<file path="src/hdl/spq_pkg.sv">
`timescale 1ns / 1ps
// Shared types, sizes and the ordering function for the sorted priority queue.
// No dependencies.
package spq_pkg;

    localparam int DEPTH = 16;
    localparam int CNT_W = $clog2(DEPTH + 1);

    localparam logic KIND_INSERT  = 1'b0;
    localparam logic KIND_DEQUEUE = 1'b1;

    typedef struct packed {
        logic        kind;
        logic [15:0] task_id;
        logic [7:0]  task_priority;
        logic [15:0] task_arrival;
    } req_word_t;

    typedef struct packed {
        logic             accepted;
        logic [15:0]      out_id;
        logic [7:0]       out_priority;
        logic [15:0]      out_arrival;
        logic [15:0]      head_id;
        logic [7:0]       head_priority;
        logic [15:0]      head_arrival;
        logic [CNT_W-1:0] entry_count;
        logic             is_empty;
        logic             is_full;
    } rsp_word_t;

    typedef struct packed {
        logic [15:0] id;
        logic [7:0]  prio;
        logic [15:0] arrival;
    } entry_t;

    // controller to datapath
    typedef struct packed {
        logic load;
        logic exec;
    } dp_cmd_t;

    // a is served strictly before b
    function automatic logic ranks_before(entry_t a, entry_t b);
        logic r;
        if (a.prio != b.prio)
            r = a.prio < b.prio;
        else if (a.arrival != b.arrival)
            r = a.arrival < b.arrival;
        else
            r = a.id < b.id;
        return r;
    endfunction

endpackage

</file>
<file path="src/hdl/spq_ctrl.sv">
`timescale 1ns / 1ps
// Controller for the sorted priority queue: request handshake, sequencing
// and the result valid flag. Depends on spq_pkg.
module spq_ctrl (
    input  logic            clk,
    input  logic            rst_n,
    input  logic            req_valid,
    output logic            req_stall,
    output logic            rsp_valid,
    input  logic            rsp_stall,
    output spq_pkg::dp_cmd_t cmd
);
    import spq_pkg::*;

    localparam logic ST_IDLE = 1'b0;
    localparam logic ST_EXEC = 1'b1;

    logic state_reg, state_next;
    logic rsp_valid_reg, rsp_valid_next;
    logic slot_free;

    // result register can take a new word this cycle
    assign slot_free = !rsp_valid_reg || !rsp_stall;

    always_comb
    begin
        state_next     = state_reg;
        rsp_valid_next = rsp_valid_reg;
        cmd.load       = 1'b0;
        cmd.exec       = 1'b0;
        if (rsp_valid_reg && !rsp_stall)
            rsp_valid_next = 1'b0;
        case (state_reg)
            ST_IDLE:
            begin
                if (req_valid)
                begin
                    cmd.load   = 1'b1;
                    state_next = ST_EXEC;
                end
            end
            ST_EXEC:
            begin
                if (slot_free)
                begin
                    cmd.exec       = 1'b1;
                    rsp_valid_next = 1'b1;
                    state_next     = ST_IDLE;
                end
            end
            default:
            begin
                state_next = ST_IDLE;
            end
        endcase
    end

    always_ff @(posedge clk or negedge rst_n)
    begin
        if (!rst_n)
        begin
            state_reg     <= ST_IDLE;
            rsp_valid_reg <= 1'b0;
        end
        else
        begin
            state_reg     <= state_next;
            rsp_valid_reg <= rsp_valid_next;
        end
    end

    assign req_stall = (state_reg != ST_IDLE);
    assign rsp_valid = rsp_valid_reg;

endmodule

</file>
<file path="src/hdl/spq_datapath.sv">
`timescale 1ns / 1ps
// Datapath for the sorted priority queue: request register, sorted slot row
// with per-slot compare, entry count and result register. Depends on spq_pkg.
module spq_datapath (
    input  logic               clk,
    input  logic               rst_n,
    input  spq_pkg::dp_cmd_t   cmd,
    input  spq_pkg::req_word_t req_word,
    output spq_pkg::rsp_word_t rsp_word
);
    import spq_pkg::*;

    req_word_t        req_reg;
    entry_t           slot_reg [DEPTH];
    entry_t           slot_next[DEPTH];
    logic [CNT_W-1:0] count_reg, count_next;
    rsp_word_t        rsp_reg, rsp_next;

    entry_t           new_entry;
    logic [DEPTH-1:0] goes_here;
    logic             is_full_now, is_empty_now, do_ins, do_deq;

    assign new_entry.id      = req_reg.task_id;
    assign new_entry.prio    = req_reg.task_priority;
    assign new_entry.arrival = req_reg.task_arrival;

    assign is_full_now  = (count_reg == CNT_W'(DEPTH));
    assign is_empty_now = (count_reg == '0);
    assign do_ins = (req_reg.kind == KIND_INSERT) && !is_full_now;
    assign do_deq = (req_reg.kind == KIND_DEQUEUE) && !is_empty_now;

    // goes_here is set from the insert position up to the count; it is
    // monotone because the row is sorted
    always_comb
    begin
        for (int i = 0; i < DEPTH; i++)
        begin
            if (CNT_W'(i) < count_reg)
                goes_here[i] = ranks_before(new_entry, slot_reg[i]);
            else
                goes_here[i] = (CNT_W'(i) == count_reg);
        end
    end

    always_comb
    begin
        for (int i = 0; i < DEPTH; i++)
        begin
            slot_next[i] = slot_reg[i];
            if (do_ins)
            begin
                if (i > 0 && goes_here[(i > 0) ? i - 1 : 0])
                    slot_next[i] = slot_reg[(i > 0) ? i - 1 : 0];
                else if (goes_here[i])
                    slot_next[i] = new_entry;
            end
            else if (do_deq && i < DEPTH - 1)
            begin
                slot_next[i] = slot_reg[(i < DEPTH - 1) ? i + 1 : i];
            end
        end
    end

    always_comb
    begin
        count_next = count_reg;
        if (do_ins)
            count_next = count_reg + CNT_W'(1);
        else if (do_deq)
            count_next = count_reg - CNT_W'(1);
    end

    always_comb
    begin
        rsp_next              = '0;
        rsp_next.accepted     = do_ins || do_deq;
        if (do_deq)
        begin
            rsp_next.out_id       = slot_reg[0].id;
            rsp_next.out_priority = slot_reg[0].prio;
            rsp_next.out_arrival  = slot_reg[0].arrival;
        end
        if (count_next != '0)
        begin
            rsp_next.head_id       = slot_next[0].id;
            rsp_next.head_priority = slot_next[0].prio;
            rsp_next.head_arrival  = slot_next[0].arrival;
        end
        rsp_next.entry_count = count_next;
        rsp_next.is_empty    = (count_next == '0);
        rsp_next.is_full     = (count_next == CNT_W'(DEPTH));
    end

    always_ff @(posedge clk or negedge rst_n)
    begin
        if (!rst_n)
            count_reg <= '0;
        else if (cmd.exec)
            count_reg <= count_next;
    end

    always_ff @(posedge clk)
    begin
        if (cmd.load)
            req_reg <= req_word;
        if (cmd.exec)
        begin
            rsp_reg <= rsp_next;
            for (int i = 0; i < DEPTH; i++)
                slot_reg[i] <= slot_next[i];
        end
    end

    assign rsp_word = rsp_reg;

endmodule

</file>
<file path="src/hdl/sorted_priority_queue.sv">
`timescale 1ns / 1ps
// Top level of the sorted priority queue: controller plus datapath.
// Depends on spq_pkg, spq_ctrl, spq_datapath.
//
//   channel  handshake                payload               direction
//   req      req_valid / req_stall    req_word (req_word_t) into block
//   rsp      rsp_valid / rsp_stall    rsp_word (rsp_word_t) out of block
//
// Each word is first registered, then handled by a parallel compare-and-shift
// across all DEPTH slots that loads the result; no new request is taken meanwhile.
// A waiting result does not block the next request from being registered;
// its execute cycle waits until the result register is free.
// Reset (rst_n low, async) empties the queue and clears rsp_valid.
module sorted_priority_queue (
    input  logic               clk,
    input  logic               rst_n,
    input  logic               req_valid,
    output logic               req_stall,
    input  spq_pkg::req_word_t req_word,
    output logic               rsp_valid,
    input  logic               rsp_stall,
    output spq_pkg::rsp_word_t rsp_word
);
    import spq_pkg::*;

    dp_cmd_t cmd;

    spq_ctrl u_ctrl (
        .clk       (clk),
        .rst_n     (rst_n),
        .req_valid (req_valid),
        .req_stall (req_stall),
        .rsp_valid (rsp_valid),
        .rsp_stall (rsp_stall),
        .cmd       (cmd)
    );

    spq_datapath u_dp (
        .clk      (clk),
        .rst_n    (rst_n),
        .cmd      (cmd),
        .req_word (req_word),
        .rsp_word (rsp_word)
    );

endmodule
</file>
<file path="config.mk">
export PLATFORM = sky130hd
export DESIGN_NAME = sorted_priority_queue
export DESIGN_NICKNAME = d
export VERILOG_FILES = /design/src/hdl/spq_pkg.sv /design/src/hdl/spq_ctrl.sv /design/src/hdl/spq_datapath.sv /design/src/hdl/sorted_priority_queue.sv
export SDC_FILE = /design/constraint.sdc
export NUM_CORES = 2
export LEC_CHECK = 0
export ABC_CLOCK_PERIOD_IN_PS = 20500
export BUFFER_PORTS_ARGS = -buffer_cell sky130_fd_sc_hd__buf_2
export CORE_ASPECT_RATIO = 1.4
export CORE_MARGIN = 3
export CORE_UTILIZATION = 55
export DETAILED_ROUTE_END_ITERATION = 8
export GPL_TIMING_DRIVEN = 0
export PLACE_DENSITY = 0.72
export SYNTH_ARGS = -nofsm -noshare
export SYNTH_HDL_FRONTEND = slang
export SYNTH_SLANG_ARGS = --single-unit
</file>
<file path="constraint.sdc">
create_clock -name clk -period 20.5 [get_ports clk]
set_input_delay 0 -clock clk [delete_from_list [all_inputs] [get_ports clk]]
set_output_delay 0 -clock clk [all_outputs]
set_load 0.05 [all_outputs]
</file>
Word-level counts from Yosys, hierarchy flattened:

Memory sizes are Yosys's and may differ from the RTL's.
Cells that the tools add are included.

* bits in registers: 136
* bits in latches: 0
* memory bits (writable): 640
* ROM bits: 0
* input bits: 45
* output and inout bits: 90
* logic and storage cells: 270
* memories kept: 1

* $add $sub $neg: 2
* multiply operators: 0
* div/mod/pow operators: 0
* magnitude comparators: 64
* eq/ne operators: 49
* shift-type cells: 0
* muxes and demuxes: 123
* bitwise operators: 2
* reduce and logical (&&, ||, !) cells: 12

Memory list
* u_dp.slot_reg: words 16, width 40, rd ports 16, clocked after memory_dff 0, write ports 16, RTL line spq_datapath.sv:14 `entry_t slot_reg [DEPTH];`

Operator list (number)
* 2-to-1 mux 40 bit: 62
* < comparator 16 bit: 32
* inequality test 16 bit: 16
* < comparator 8 bit: 16
* inequality test 8 bit: 16
* 2-to-1 mux 1 bit: 58
* == test 4 x 5 -> 1 bit, first input constant: 8
* < comparator 4 x 5 -> 1 bit, first input constant: 8
* == test 3 x 5 -> 1 bit, first input constant: 4
* < comparator 3 x 5 -> 1 bit, first input constant: 4
* == test 2 x 5 -> 1 bit, first input constant: 2
* == test 5 bit, second input constant: 2
* zero test 5 bit: 2
* < comparator 1 x 5 -> 1 bit, first input constant: 2
* < comparator 2 x 5 -> 1 bit, first input constant: 2
* 2-to-1 mux 5 bit: 2
* adder 5 x 1 -> 5 bit, second input constant: 1
* == test 1 x 5 -> 1 bit, first input constant: 1
* nonzero test 5 bit: 1
* subtractor 5 x 1 -> 5 bit, second input constant: 1
* zero test 1 bit: 4
* logical AND 1 bit: 3
* logical OR 1 bit: 2
* NOT 1 bit: 2
* one-hot mux 1 bit (2 select lines): 1

Depth between registers and ports, before layout:

* depth in word-level cells: 7
* gate-level depth with buffers: 14
* depth with buffers taken out: 10

By module:

Synthesis repeated with hierarchy kept, for this count alone.

* cells, all modules: 5523
* area, all modules: 53754.1 sq um

Modules (own cells, without submodules)
* spq_datapath: instances 1, cells each 5517, area an instance 53670.2 sq um, seq. area each 23217.3 sq um
* spq_ctrl: instances 1, cells each 6, area an instance 83.8 sq um, seq. area each 50.0 sq um

Worst setup path before layout:

OpenSTA, ideal clock, no wires.

* path type: flip-flop to flip-flop
* from: reg u_ctrl.state_reg, in the netlist u_ctrl.req_stall
* to: mem u_dp.slot_reg[1][240] in the netlist's numbering (enable)
* setup time: 0.462 ns
* arrival time: 6.404 ns
* data required time: 20.038 ns
* path slack: 13.635 ns
* cell stages (with the launch flop): 6
* buffers on the path: 1
* clock period less this slack: 6.865 ns
* path through: dfrtp_1 > nand2_1 > inv_1 > nand2_1 > clkbuf_1 > a31oi_1

RTL lines
* start, declared: RTL line spq_ctrl.sv:18 `logic state_reg, state_next;`
* start signal, assigned: RTL line spq_ctrl.sv:67 `state_reg <= state_next;`
* end, declared: RTL line spq_datapath.sv:14

==> results.yml <==
finish:
  nets: 6273
  largest_reg_flops: 640
  drive_above_1_share_pct: 7.63
  area_delta_synth_final_pct: 12.1
  antenna_cells: 0
global_route:
  grtUsageTotal_pct: 36.0
  grt_antenna_before_repair: 1
  grt_pass1_wl_um: 269000
  grt_max_degree: 70
  grt_overflow_total: 0
  grt_pass1_vias: 45565
sta:
  setup_viol: 0
  fmax_mhz: 139
  max-slew-margin-rel_pct: 2.01
  period_minus_slack_ns: 7.19
  finalClockSkew_ns: 0.0251
  hold_viol_final: 0
  rsz0062_at_grt: "no"
  post-route-period-util_pct: 35.1
  fin_setup_tns_ns: 0
  slew_violations: 0
  worst_pin_slew_ns: 1.47
die:
  dieHeight_um: 371
  core-area_um2: 94200
  die_area_um2: 99100
  start_util_pct: 55.7
  dieWidth_um: 267
  rows: 133
  io-pin-count: 135
power:
  p_int_mw: 5.44
  switching_power_mw: 4.68
  switching_share_pct: 46.3
  combPwrFrac_pct: 50.8
  power_leakage_nw: 25.0
  irDropWorstVdd_v: 0.000130
  finalPower_mw: 10.1
  power.density_nw_per_um2: 172
  power.share.sequential_pct: 33.0
  pwr-share-clk_pct: 16.2
setup_path:
  crit_buf_inv: 6
  end_kind: "flip-flop"
  worstReg2RegStart: "u_dp.new_entry[0]"
  r2r_end: "u_dp.slot_reg[0][165]"
  path_class: "reg -> reg"
  slowest_stage: "nor4_1"
  ff2ff_path_depth: 15
  critPathLaunchType: "flip-flop"
  cp_cell_sequence: "clkbuf_1 > clkbuf_1 > inv_1 > ha_1 > nand4_1 > nor4_1 > o211ai_1 > a2111oi_0 > buf_2 > a21oi_1 > o211ai_1 > buf_2 > nor2_1 > a21oi_4 > buf_16"
  cpLargestDelayFamily: "buffers and inverters"
  timing.reg2reg.setup_slack_ns: 13.31
  cp.required_ns: 20.87
  path_max_fanout: 24
  max_stage_delay_ns: 0.82
  arrival_ns: 7.56
yosys:
  syn_nets: 5974
  syn_inst: 5300
  postSynthAreaPerCell_um2: 9.89
  synth_edf_count: 769
  ys_ff_latch: 776
  synth_top_family_by_area: "compound AO/OA/AOI/OAI gates"
  synth_top_area_share_pct: 44.0
  ys_seq_area_share_pct: 44.4
  muxShareOfSynthArea_pct: 5.02
  syn_area_um2: 52400
  synthAdderAreaFrac_pct: 15.0
  synth_common_cells: "edfxtp_1 (769), nand2_1 (653), ha_1 (629)"
  ys_types: 70
  synth_xor_area_share_pct: 0.117
  synth_most_common_cell: "edfxtp_1"
  synth_warnings: 0
  synthFlopType: "edfxtp_1"
  synthTopCellsByArea: "edfxtp_1 (44%), ha_1 (15%), nand2_1 (4.7%), inv_1 (4.4%), mux2i_1 (4.2%)"
  synth-compound-area-share_pct: 16.5
  synth.largest_area_cell: "edfxtp_1"
  async_flop_share_pct: 0.902
  synth_simple_gate_area_share_pct: 12.1
clock_tree:
  clk_path_buf_depth: 3
  root_buffer: "clkbuf_16"
  clock-sinks: 776
  h-tree-depth: 3
  cts_resized: 0
  cts_buffers: 82
  clk_pin_slew_ns: 0.06
  cts_tree: "done"
  cts_setup_buffers: 0
  clkLatencyLatePin_ns: 0.69
drt:
  drcViolationCount: 0
  dr.pass1.iters: 8
  antenna_left: 0
  drt-initial-drc-count: 5074
  vias: 45271
  wl_per_cell_um: 26.4
  wirelength_um: 181000
  vias_per_cell: 6.58
placement:
  dpl.hpwl_um: 142000
  portBuffers: 134
  place_congestion: 0.985
worst_hold_path:
  hold-path-endpoint: "u_dp.req_reg[40]"
  hold_start: "req_word[40]"
  hp-class: "in -> reg"
  min_path_cells: 2
run_status:
  status: "finished, final reports clean"
flow_run:
  max_cap_viol_count: 0
power by group through the flow:
| stage | registers, mW | logic (mW) | clock network (mW) |
|---|---|---|---|
| floorplan | 3.44 | 3.14 | 0 |
| global placement | 3.42 | 4.65 | 0 |
| detailed placement | 3.35 | 4.96 | 0 |
| CTS | 3.32 | 5.00 | 1.64 |
| global route | 3.38 | 5.59 | 1.70 |
| finish | 3.34 | 5.14 | 1.64 |
area by class of cell:
| class | count | area, um^2 |
|---|---|---|
| fill | 7869 | 35400 |
| multi-input combinational | 3583 | 25800 |
| sequential | 776 | 23300 |
| inverter | 614 | 2310 |
| clock buffer | 92 | 2110 |
| timing repair buffer | 215 | 1740 |
| tap | 1215 | 1520 |
| buffer | 327 | 1290 |
| clock inverter | 55 | 728 |
how the worst max path moves through the flow:
stage	startpoint	endpoint	slack, ns	cells after the start
finish	u_dp.new_entry[0]	u_dp.slot_reg[0][165]	13.31	15
detailed placement	u_dp.new_entry[0]	u_dp.slot_reg[0][165]	13.57	15
CTS	u_dp.new_entry[0]	u_dp.slot_reg[0][160]	13.51	15
floorplan	u_ctrl.req_stall	u_dp.slot_reg[1][240]	13.63	5
global placement	u_ctrl.rsp_valid	u_dp.slot_reg[0][46]	9.79	6
global route	u_dp.new_entry[0]	u_dp.slot_reg[0][169]	13.37	15
metrics by stage:
stage / cell area [um^2] / hold slack, ns / instances / setup WS, ns / util, %
finish: 58800 / 0.0271 / 6877 / 13.31 / 62.4
global route: 58800 / 0.0309 / 6877 / 13.37 / 62.4
CTS: 58700 / 0.000256 / 6876 / 13.51 / 62.4
detailed placement: 55300 / -0.116 / 6668 / 13.57 / 58.7
global placement: 54600 / -0.113 / 6649 / 9.79 / 58.0
floorplan: 52400 / -0.296 / 5300 / 13.63 / -
timing repair:
item | in CTS | in global routing
endpoints found under the setup margin | 0 | 0
hold endpoints to repair | 91 | 0
hold buffers | 61 | 0
routing by layer:
layer	routed length (um)	GRT usage, %
met1	68200	44.0
met4	14100	24.4
met5	0	0
met2	84200	59.0
met3	15000	5.59
cell usage in the layout, fill, tap and decap left out, drive strengths merged, types with 58 or more instances in the layout:
cell / count
inv: 616
a21oi: 317
nor2: 220
nand2: 653
a31oi: 58
a21o: 91
o211ai: 60
o311ai: 151
nand4: 111
clkbuf: 366
dlygate4sd3: 61
edfxtp: 769
buf: 207
mux2i: 218
o21ai: 263
nand3: 249
o221ai: 78
ha: 629
cell families (layout without fill, tap and decap cells):
kind of cell,Yosys count,count (layout)
fa+ha+maj,629,629
compound gates,1279,1279
xor+xnor,7,7
simple gates,1410,1410
mux,258,258
buf+inv,941,1303
flops,776,776
Note: power is estimated with default switching activity, not from simulation.
